==> src/sv/clkrc_pkg.sv <==
// ---------------------------------------------------------------------------
// clkrc_pkg
// Shared types for the second-chance clock replacement tag cache: controller
// states and the command / status bundles between controller and datapath.
// ---------------------------------------------------------------------------
`timescale 1ns / 1ps
`default_nettype none

package clkrc_pkg;

  // field widths of the key, result and config words
  localparam int unsigned KEY_W  = 32;
  localparam int unsigned SLOT_W = 4;
  localparam int unsigned CNT_W  = 32;
  localparam int unsigned CFG_W  = 5;

  // entries_in_use after reset
  localparam logic [CFG_W-1:0] CFG_RESET = 5'd16;

  typedef enum logic [1:0] {
    ST_IDLE,
    ST_SEARCH,
    ST_SWEEP,
    ST_FIN
  } ctrl_state_t;

  typedef struct packed {
    logic start;       // latch key, restart the tag probe
    logic commit_hit;  // set reference bit of hit slot, count hit
    logic sweep_step;  // clear reference bit under hand, advance hand
    logic install;     // write key under hand, count miss
    logic load_out;    // move pending result into the output register
  } ctrl_cmd_t;

  typedef struct packed {
    logic hit;         // probed slot is valid and holds the key
    logic search_end;  // probed slot is the last active slot
    logic ref_set;     // slot under the hand has its reference bit set
  } dp_sts_t;

endpackage

`default_nettype wire

==> src/sv/clkrc_ctrl.sv <==
// ---------------------------------------------------------------------------
// clkrc_ctrl
// Controller: sequences search, clock sweep and result hand-off for one
// word at a time and owns the handshake state.
// ---------------------------------------------------------------------------
`timescale 1ns / 1ps
`default_nettype none

module clkrc_ctrl (
  input  wire                  clk,
  input  wire                  rst_n,
  input  wire                  in_valid,
  output logic                 in_stall,
  output logic                 out_valid,
  input  wire                  out_stall,
  input  clkrc_pkg::dp_sts_t   sts,
  output clkrc_pkg::ctrl_cmd_t cmd
);

  clkrc_pkg::ctrl_state_t state_r, state_nxt;
  logic out_valid_r, out_valid_nxt;

  always_ff @(posedge clk) begin
    if (!rst_n) begin
      state_r     <= clkrc_pkg::ST_IDLE;
      out_valid_r <= 1'b0;
    end else begin
      state_r     <= state_nxt;
      out_valid_r <= out_valid_nxt;
    end
  end

  always_comb begin
    state_nxt     = state_r;
    out_valid_nxt = out_valid_r && out_stall;
    cmd           = '0;
    in_stall      = 1'b1;
    unique case (state_r)
      clkrc_pkg::ST_IDLE: begin
        in_stall = 1'b0;
        if (in_valid) begin
          cmd.start = 1'b1;
          state_nxt = clkrc_pkg::ST_SEARCH;
        end
      end
      clkrc_pkg::ST_SEARCH: begin
        if (sts.hit) begin
          cmd.commit_hit = 1'b1;
          state_nxt      = clkrc_pkg::ST_FIN;
        end else if (sts.search_end) begin
          state_nxt = clkrc_pkg::ST_SWEEP;
        end
      end
      clkrc_pkg::ST_SWEEP: begin
        if (sts.ref_set) begin
          cmd.sweep_step = 1'b1;
        end else begin
          cmd.install = 1'b1;
          state_nxt   = clkrc_pkg::ST_FIN;
        end
      end
      clkrc_pkg::ST_FIN: begin
        // output register free or being drained this cycle
        if (!out_valid_r || !out_stall) begin
          cmd.load_out  = 1'b1;
          out_valid_nxt = 1'b1;
          state_nxt     = clkrc_pkg::ST_IDLE;
        end
      end
      default: begin
        state_nxt = clkrc_pkg::ST_IDLE;
      end
    endcase
  end

  assign out_valid = out_valid_r;

endmodule

`default_nettype wire

==> src/sv/clkrc_dp.sv <==
// ---------------------------------------------------------------------------
// clkrc_dp
// Datapath: tag memory, valid and reference bits, clock hand, probe
// pointer, saturating counters, config register and output register.
// ---------------------------------------------------------------------------
`timescale 1ns / 1ps
`default_nettype none

module clkrc_dp #(
  parameter int unsigned SLOTS    = 16,
  parameter int unsigned KEY_BITS = 32
) (
  input  wire                              clk,
  input  wire                              rst_n,
  input  wire                              cfg_we,
  input  wire  [clkrc_pkg::CFG_W-1:0]      cfg_wdata,
  input  wire  [clkrc_pkg::KEY_W-1:0]      in_lookup_key,
  input  clkrc_pkg::ctrl_cmd_t             cmd,
  output clkrc_pkg::dp_sts_t               sts,
  output logic                             out_was_hit,
  output logic [clkrc_pkg::SLOT_W-1:0]     out_slot_index,
  output logic [clkrc_pkg::CNT_W-1:0]      out_hit_total,
  output logic [clkrc_pkg::CNT_W-1:0]      out_miss_total
);

  localparam int unsigned SW    = $clog2(SLOTS);
  localparam int unsigned NW    = $clog2(SLOTS + 1);
  localparam int unsigned EW    = (NW > clkrc_pkg::CFG_W) ? NW : clkrc_pkg::CFG_W;
  localparam int unsigned TAG_W = (KEY_BITS < clkrc_pkg::KEY_W) ? KEY_BITS
                                                                : clkrc_pkg::KEY_W;
  localparam logic [clkrc_pkg::CNT_W-1:0] CNT_MAX = '1;

  // config and active slot count
  logic [clkrc_pkg::CFG_W-1:0] cfg_r;
  logic [EW-1:0]               cfg_ext;
  logic [NW-1:0]               n_act;

  // tag store and per-slot bits
  logic [TAG_W-1:0] tag_mem [SLOTS];
  logic [SLOTS-1:0] valid_r;
  logic [SLOTS-1:0] ref_r;

  // probe pipeline
  logic [TAG_W-1:0] key_r;
  logic [NW-1:0]    idx_r;
  logic [SW-1:0]    pidx_r;
  logic             probe_r;
  logic             vld_q_r;
  logic [TAG_W-1:0] tag_q_r;
  logic             issue;

  // clock hand
  logic [SW-1:0] hand_r;
  logic [SW-1:0] h_cur;
  logic [NW-1:0] h_inc;
  logic [SW-1:0] h_next;

  // counters and pending result
  logic [clkrc_pkg::CNT_W-1:0] hit_cnt_r;
  logic [clkrc_pkg::CNT_W-1:0] miss_cnt_r;
  logic                        res_hit_r;
  logic [SW-1:0]               res_slot_r;
  logic [SW+clkrc_pkg::SLOT_W-1:0] slot_ext;

  always_comb begin
    cfg_ext = EW'(cfg_r);
    if (cfg_ext == '0) begin
      n_act = NW'(1);
    end else if (cfg_ext > EW'(SLOTS)) begin
      n_act = NW'(SLOTS);
    end else begin
      n_act = NW'(cfg_ext);
    end
  end

  always_ff @(posedge clk) begin
    if (!rst_n) begin
      cfg_r <= clkrc_pkg::CFG_RESET;
    end else if (cfg_we) begin
      cfg_r <= cfg_wdata;
    end
  end

  // one slot probed per cycle, tag read data registered
  assign issue = (idx_r < n_act);

  always_ff @(posedge clk) begin
    if (!rst_n) begin
      probe_r <= 1'b0;
      idx_r   <= '0;
    end else if (cmd.start) begin
      probe_r <= 1'b0;
      idx_r   <= '0;
    end else begin
      probe_r <= issue;
      if (issue) begin
        idx_r <= idx_r + NW'(1);
      end
    end
  end

  always_ff @(posedge clk) begin
    if (cmd.start) begin
      key_r <= in_lookup_key[TAG_W-1:0];
    end
    pidx_r  <= idx_r[SW-1:0];
    vld_q_r <= valid_r[idx_r[SW-1:0]];
    tag_q_r <= tag_mem[idx_r[SW-1:0]];
    if (cmd.install) begin
      tag_mem[h_cur] <= key_r;
    end
  end

  // hand is restarted at slot 0 when it lies beyond the active range
  always_comb begin
    h_cur  = (NW'(hand_r) >= n_act) ? '0 : hand_r;
    h_inc  = NW'(h_cur) + NW'(1);
    h_next = (h_inc >= n_act) ? '0 : h_inc[SW-1:0];
  end

  always_comb begin
    sts.hit        = probe_r && vld_q_r && (tag_q_r == key_r);
    sts.search_end = probe_r && ((NW'(pidx_r) + NW'(1)) == n_act);
    sts.ref_set    = ref_r[h_cur];
  end

  always_ff @(posedge clk) begin
    if (!rst_n) begin
      valid_r    <= '0;
      ref_r      <= '0;
      hand_r     <= '0;
      hit_cnt_r  <= '0;
      miss_cnt_r <= '0;
    end else begin
      if (cmd.commit_hit) begin
        ref_r[pidx_r] <= 1'b1;
        if (hit_cnt_r != CNT_MAX) begin
          hit_cnt_r <= hit_cnt_r + 1'b1;
        end
      end
      if (cmd.sweep_step) begin
        ref_r[h_cur] <= 1'b0;
        hand_r       <= h_next;
      end
      if (cmd.install) begin
        ref_r[h_cur]   <= 1'b1;
        valid_r[h_cur] <= 1'b1;
        hand_r         <= h_cur;
        if (miss_cnt_r != CNT_MAX) begin
          miss_cnt_r <= miss_cnt_r + 1'b1;
        end
      end
    end
  end

  always_ff @(posedge clk) begin
    if (cmd.commit_hit) begin
      res_hit_r  <= 1'b1;
      res_slot_r <= pidx_r;
    end else if (cmd.install) begin
      res_hit_r  <= 1'b0;
      res_slot_r <= h_cur;
    end
  end

  assign slot_ext = {{clkrc_pkg::SLOT_W{1'b0}}, res_slot_r};

  always_ff @(posedge clk) begin
    if (cmd.load_out) begin
      out_was_hit    <= res_hit_r;
      out_slot_index <= slot_ext[clkrc_pkg::SLOT_W-1:0];
      out_hit_total  <= hit_cnt_r;
      out_miss_total <= miss_cnt_r;
    end
  end

endmodule

`default_nettype wire

==> src/sv/clock_replacement_cache.sv <==
// ---------------------------------------------------------------------------
// clock_replacement_cache
// Tag cache with second-chance (clock) replacement, hit/miss counters.
//
//   port group  dir  handshake        payload
//   in_         in   valid / stall    lookup_key
//   out_        out  valid / stall    was_hit, slot_index, hit_total,
//                                     miss_total
//   cfg_        in   we               wdata = entries_in_use
//
// A word is taken only while the block is idle. Tag search reads one slot
// per cycle from the tag memory across the n active slots, stopping early
// on a hit; a miss then sweeps the clock hand one slot per cycle until it
// finds a slot whose reference bit is clear.
// Reset is synchronous and clears valid/reference bits, hand and counters.
// A stalled result holds in the output register; the block waits before
// loading the next one.
// ---------------------------------------------------------------------------
`timescale 1ns / 1ps
`default_nettype none

module clock_replacement_cache #(
  parameter int unsigned SLOTS    = 16,
  parameter int unsigned KEY_BITS = 32
) (
  input  wire                              clk,
  input  wire                              rst_n,
  input  wire                              cfg_we,
  input  wire  [clkrc_pkg::CFG_W-1:0]      cfg_wdata,
  input  wire                              in_valid,
  output logic                             in_stall,
  input  wire  [clkrc_pkg::KEY_W-1:0]      in_lookup_key,
  output logic                             out_valid,
  input  wire                              out_stall,
  output logic                             out_was_hit,
  output logic [clkrc_pkg::SLOT_W-1:0]     out_slot_index,
  output logic [clkrc_pkg::CNT_W-1:0]      out_hit_total,
  output logic [clkrc_pkg::CNT_W-1:0]      out_miss_total
);

  clkrc_pkg::ctrl_cmd_t cmd;
  clkrc_pkg::dp_sts_t   sts;

  clkrc_ctrl u_ctrl (
    .clk       (clk),
    .rst_n     (rst_n),
    .in_valid  (in_valid),
    .in_stall  (in_stall),
    .out_valid (out_valid),
    .out_stall (out_stall),
    .sts       (sts),
    .cmd       (cmd)
  );

  clkrc_dp #(
    .SLOTS    (SLOTS),
    .KEY_BITS (KEY_BITS)
  ) u_dp (
    .clk            (clk),
    .rst_n          (rst_n),
    .cfg_we         (cfg_we),
    .cfg_wdata      (cfg_wdata),
    .in_lookup_key  (in_lookup_key),
    .cmd            (cmd),
    .sts            (sts),
    .out_was_hit    (out_was_hit),
    .out_slot_index (out_slot_index),
    .out_hit_total  (out_hit_total),
    .out_miss_total (out_miss_total)
  );

  // accepted word blocks further input until its result is loaded
  a_busy_after_accept: assert property (@(posedge clk) disable iff (!rst_n)
    in_valid && !in_stall |=> in_stall)
    else $error("input taken again right after accept");

  // a word either hits or installs, never both
  a_one_outcome: assert property (@(posedge clk) disable iff (!rst_n)
    !(cmd.commit_hit && cmd.install))
    else $error("hit commit and install in same cycle");

  // install only on a slot whose reference bit is clear
  a_install_clear: assert property (@(posedge clk) disable iff (!rst_n)
    cmd.install |-> !sts.ref_set)
    else $error("install over a referenced slot");

  // result is loaded only while nothing waits or the waiting word drains
  a_no_overwrite: assert property (@(posedge clk) disable iff (!rst_n)
    cmd.load_out |-> !out_valid || !out_stall)
    else $error("output register overwritten while stalled");

endmodule

`default_nettype wire
==> config.mk <==
export PLATFORM = sky130hd
export DESIGN_NAME = clock_replacement_cache
export DESIGN_NICKNAME = d
export VERILOG_FILES = /design/src/sv/clkrc_pkg.sv /design/src/sv/clkrc_ctrl.sv /design/src/sv/clkrc_dp.sv /design/src/sv/clock_replacement_cache.sv
export SDC_FILE = /design/constraint.sdc
export NUM_CORES = 1
export LEC_CHECK = 0
export BUFFER_PORTS_ARGS = -buffer_cell sky130_fd_sc_hd__buf_4
export CAP_MARGIN = 5
export CORE_UTILIZATION = 61
export DETAILED_ROUTE_END_ITERATION = 10
export PLACE_DENSITY = 0.79
export SYNTH_ARGS = -nofsm -noshare
export SYNTH_HDL_FRONTEND = slang
export SYNTH_HIERARCHICAL = 1
export SYNTH_SLANG_ARGS = --single-unit
==> constraint.sdc <==
create_clock -name clk -period 7.7 [get_ports clk]
set_clock_uncertainty 0.2 [all_clocks]
set_input_delay 0.77 -clock clk [delete_from_list [all_inputs] [get_ports clk]]
set_output_delay 0.77 -clock clk [all_outputs]
set_load 0.005 [all_outputs]
Word level (Yosys, flattened, before mapping). Memories as Yosys holds them, arrays and structs flattened. A register that Yosys moved wholly into a read port is not among the register bits. Index checks and enable logic that the tools add are counted.

Add/subtract/negate cells: 5. Order comparisons: 9. Equality and inequality tests: 11. Multiplexer cells: 41. Bitwise gates (word level): 6. Reduce and logical (&&, ||, !) cells: 17.

Operators with widths (number): 16-bit two-way mux (5); 32-bit by 1-bit adder with 32-bit output (second input constant) (2); 32-bit != test (second input constant) (2); 16-bit OR (3); 32-bit equality test (1); 4-bit two-way mux (6); 1-bit two-way mux (17); 16-bit bitwise AND (1); 16-bit NOT (1); 4-bit by 5-bit less-than comparator with 1-bit output (second input constant) (3); 2-bit two-way mux (6); 4-bit by 1-bit adder with 5-bit output (second input constant) (2); 5-bit two-way mux (2); 1-bit binary-select mux with 4-bit select (2); 1-bit demux with 4-bit select (2); 4-bit by 1-bit greater-or-equal comparator with 1-bit output (second input constant) (2); 2-bit one-hot mux with 4 select lines (1); 1-bit logical AND (6); 5-bit by 1-bit adder with 5-bit output (second input constant) (1); 5-bit equality test (1); 4-bit by 5-bit greater-or-equal comparator with 1-bit output (1); 5-bit greater-or-equal comparator (1); 5-bit > comparator (second input constant) (1); 5-bit zero test (1); other kinds (14) (19).

Bits in registers: 225. Bits in writable memories: 512. Input bits: 42. Output and inout bits: 71. Logic and storage cells: 109. Memories kept: 1.

Memory list: u_dp.tag_mem (words 16, width 32, rd ports 1, clocked after memory_dff 1, wr ports 1, RTL line clkrc_dp.sv:39) `logic [TAG_W-1:0] tag_mem [SLOTS];`.

Longest topological paths before layout.
Word-level depth: 15. Depth in mapped cells: 17. Gate-level depth less buffers: 17.

Modules after synthesis. Netlist, hierarchy kept.

Modules (own cells, without submodules): clkrc_dp (instances 1, cells an instance 1574, area each 29213.0 um^2, sequential area each 21510.6 um^2); clkrc_ctrl (instances 1, cells an instance 30, area each 276.5 um^2, sequential area each 60.1 um^2).

Worst setup path after synthesis. OpenSTA, ideal clock, no wires.

Path type: input to register. Start: input out_stall. End: register u_dp/out_hit_total[0] in the netlist's numbering (enable). Setup time: 0.602 ns. Arrival time: 5.768 ns. Required time: 6.898 ns. Slack: 1.130 ns. Stages on the path: 1. Buffers on the path: 0. Cell sequence: a21boi_0.

Longest elaborated chain between the ends: 4.

Ends and longest elaborated chain: start, declared (RTL line clock_replacement_cache.sv:34) `input wire out_stall,`; 1-bit zero test (RTL line clkrc_ctrl.sv:64) `if (!out_valid_r || !out_stall) begin`; 1-bit logical OR (RTL line clkrc_ctrl.sv:64); 1-bit two-way mux (RTL line clkrc_ctrl.sv:64); 1-bit two-way mux (RTL line clkrc_ctrl.sv:38) `unique case (state_r)`; end signal, assigned (RTL line clkrc_dp.sv:172) `out_hit_total <= hit_cnt_r;`; end, declared (RTL line clkrc_dp.sv:22) `output logic [clkrc_pkg::CNT_W-1:0] out_hit_total,`.

Every way passes these cells. A chain may end at the register's enable or synchronous reset.

==> run summary <==
multiplexer share of the synthesized area = 13.12%
largest family of logic cells by synthesized area = multiplexers
CTS tree = yes
Wirelength per Cell = 26.49 µm
Compound-Gate Fraction of Synth Area = 3.886%
FF+latch count, synth = 769
Max Fanout on Critical Path = 18
crit end category = flip-flop
syn_nets = 1675
final setup vio count = 0
Area Growth Syn to Fin = 13.98%
GRT Total Usage = 26.66%
post-synth top area cell = edfxtp_1
synthesized area = 29490 µm²
Max Slew Vio Count = 0
CTS clock-pin slew for the worst setup and hold paths = 60 ps
mean number of vias per cell = 6.491
H-tree lvl count = 3
EDFF count, synth = 617
die height = 221.9 µm
post-route setup TNS = 0 ps
# Max-Cap Violations = 0
Tcrit/Tclk final = 75.97%
required time of the worst setup path = 8020 ps
Async SR Flop Fraction = 0%
internal reg-to-reg setup slack = 1850 ps
hold slack = 130.3 ps
Yosys cell types = 66
post-cts sizing count = 0
worst reg2reg startpoint = u_dp/key_r[4]
top cells by count, synth = edfxtp_1 (617), mux4_2 (165), dfxtp_1 (152)
placed wire-length estimate = 34.78 mm
First DRT Iteration DRCs = 1735
min Tclk post-route = 5850 ps
total number of vias = 15760
Hold Crit Depth = 1
I/O Pins = 113
Post-Synthesis Mean Instance Area = 18.38 µm²
Final Cell Area = 33610 µm²
Worst slew margin = 23.84%
Post-Synth Simple-Gate Area = 4.901%
fin worst setup slack = 1850 ps
Die ar. = 49230 µm²
static leakage = 10.89 nW
die width = 221.9 µm
PD cells = 292.3 nW/µm²
Port Buf Inserts = 112
hold-fix buffers at CTS = 0
GRT overflow = 0
count leader, synth = edfxtp_1
Post-Layout Cell Count = 2428
worst hold start = in_lookup_key[16]
final net count = 1824
RSZ-0062 raised after global routing = false
crit path kind = reg2reg
reg2reg path depth = 11
DP Area = 31180 µm²
worst-margin pin slew = 1140 ps
TritonRoute pass-1 iters = 7
Placed Cells = 2292
Reg-to-Reg End = u_dp/hit_cnt_r[27]
worst-case clock buffer depth = 3
cells after synthesis = 1604
global-route wire length before repair = 96.63 mm
Synth Flop Type = edfxtp_1
core footprint = 47750 µm²
kind of start point of the critical path = flip-flop
clock latency at the later pin of the worst-skew pair = 620 ps
antenna-violating nets left = 0
total power = 9.824 mW
maximum vdd drop = 0.0002473 V
Post-Synth Adder-Cell Area = 1.230%
post-synth top area share = 62.83%
Place WS = 1999 ps
GP Congestion = 0.9783
hold endpoint = u_dp/key_r[16]
Antenna Cells = 0
Post-Synth XOR/XNOR Area = 2.495%
vias in the first global route = 15600
largest net degree at the start of global routing = 70
CTS sink cnt = 769
fin util = 70.40%
part of the Yosys area used for sequential elements = 73.15%
layout cell share with drive strength beyond 1 = 24.77%
Initial Util = 61.76%
Data arrival, critical path = 6170 ps
antenna violations before repair = 0
Warnings, synthesis = 6
FMAX = 170.9 MHz
number of CTS-inserted buffers = 74
Hold WC Path Type = in2reg
synth top area cells = edfxtp_1 (63%), mux4_2 (13%), dfxtp_1 (10%)
# rows = 80
total wire length = 64.33 mm
drt drc = 0
setup bufs post-CTS = 0
outcome = completed
Final Hold Vio Count = 0
Clock Tree Root = clkbuf_16
-- state kept, by name, indices dropped and copies added, names as in the netlist --
register,flops
u_ctrl/out_valid,1
u_ctrl/state_r,2
u_dp/cfg_ext,5
u_dp/hand_r,4
u_dp/hit_cnt_r,32
u_dp/idx_r,5
u_dp/key_r,32
u_dp/miss_cnt_r,32
u_dp/out_hit_total,32
u_dp/out_miss_total,32
u_dp/out_slot_index,4
u_dp/out_was_hit,1
u_dp/pidx_r,4
u_dp/probe_r,1
u_dp/ref_r,16
u_dp/res_hit_r,1
u_dp/res_slot_r,4
u_dp/tag_mem,512
u_dp/tag_q_r,32
u_dp/valid_r,16
u_dp/vld_q_r,1
-- power breakdown --
| group | switching, mW | total [mW] | internal, mW |
|---|---|---|---|
| logic | 0.535 | 1.09 | 0.559 |
| clock network | 1.50 | 3.60 | 2.10 |
| registers | 0.279 | 5.13 | 4.85 |
| total | 2.32 | 9.82 | 7.51 |
-- worst max path at each step --
stage	start	end	slack, ps	depth (start not counted)
CTS	u_dp/key_r[4]	u_dp/hit_cnt_r[27]	1960	11
floorplan	out_stall	u_dp/out_hit_total[0]	1130	1
finish	u_dp/key_r[4]	u_dp/hit_cnt_r[27]	1850	11
detailed placement	u_dp/key_r[4]	u_dp/hit_cnt_r[27]	2000	11
global placement	u_dp/key_r[4]	u_dp/hit_cnt_r[27]	2160	11
global route	u_dp/cfg_ext[4]	u_dp/tag_mem[2][1]	1670	14
-- cell families (layout without fill, tap and decap cells) --
kind of cell | after synthesis | in the layout
buffers and inverters | 91 | 300
adder cells (fa/ha/maj) | 29 | 29
AND/OR/NAND/NOR | 284 | 284
AO/OA/AOI/OAI | 167 | 167
XOR/XNOR | 84 | 84
flip-flops | 769 | 769
multiplexers | 180 | 180
-- cell type report --
cell class | count | area (µm²)
Sequential cell | 769 | 21580
Fill cell | 2839 | 14130
Multi-Input combinational cell | 744 | 7697
Clock buffer | 106 | 2118
Timing Repair Buffer | 138 | 1036
Tap cell | 615 | 769.5
Clock inverter | 30 | 314.1
Inverter | 26 | 97.59
-- routing by layer --
| layer | vias up | GRT usage (%) | part of all wire, % | routed length (µm) |
|---|---|---|---|---|
| met1 | 8040 | 36.69 | 39 | 25030 |
| met4 | 0 | 9.879 | 3.3 | 2144 |
| met2 | 859 | 43.12 | 49 | 31710 |
| met3 | 166 | 4.903 | 8.5 | 5441 |
| li1 | 6694 | - | - | - |
| met5 | - | 0 | 0 | 0 |
-- layout by cell type, fill, tap and decap left out, types with 11 or more instances in the layout --
cell type / count
edfxtp_1: 617
mux4_2: 165
dfxtp_1: 148
buf_4: 138
clkbuf_16: 79
nor2_1: 77
xor2_1: 50
a21oi_1: 44
nand2_1: 42
o21a_1: 37
xnor2_1: 34
nand3_1: 33
ha_1: 29
o21ai_0: 29
inv_1: 24
clkbuf_1: 23
or3_1: 23
nand4_1: 18
nor2_4: 17
a31oi_1: 17
mux2i_1: 13
nor3_1: 11
-- worst max-delay path: stages, from the launching register on --
cell      delay, ps
edfxtp_1        640
xor2_1          280
nor4_1          640
nand4_1         330
or4_1           600
nor4_1          730
and2_1          700
and4_1          320
nor3b_1         440
o211ai_2        300
or3_1           400
a21oi_1         150
No activity file was read; power rests on OpenSTA's default activity.
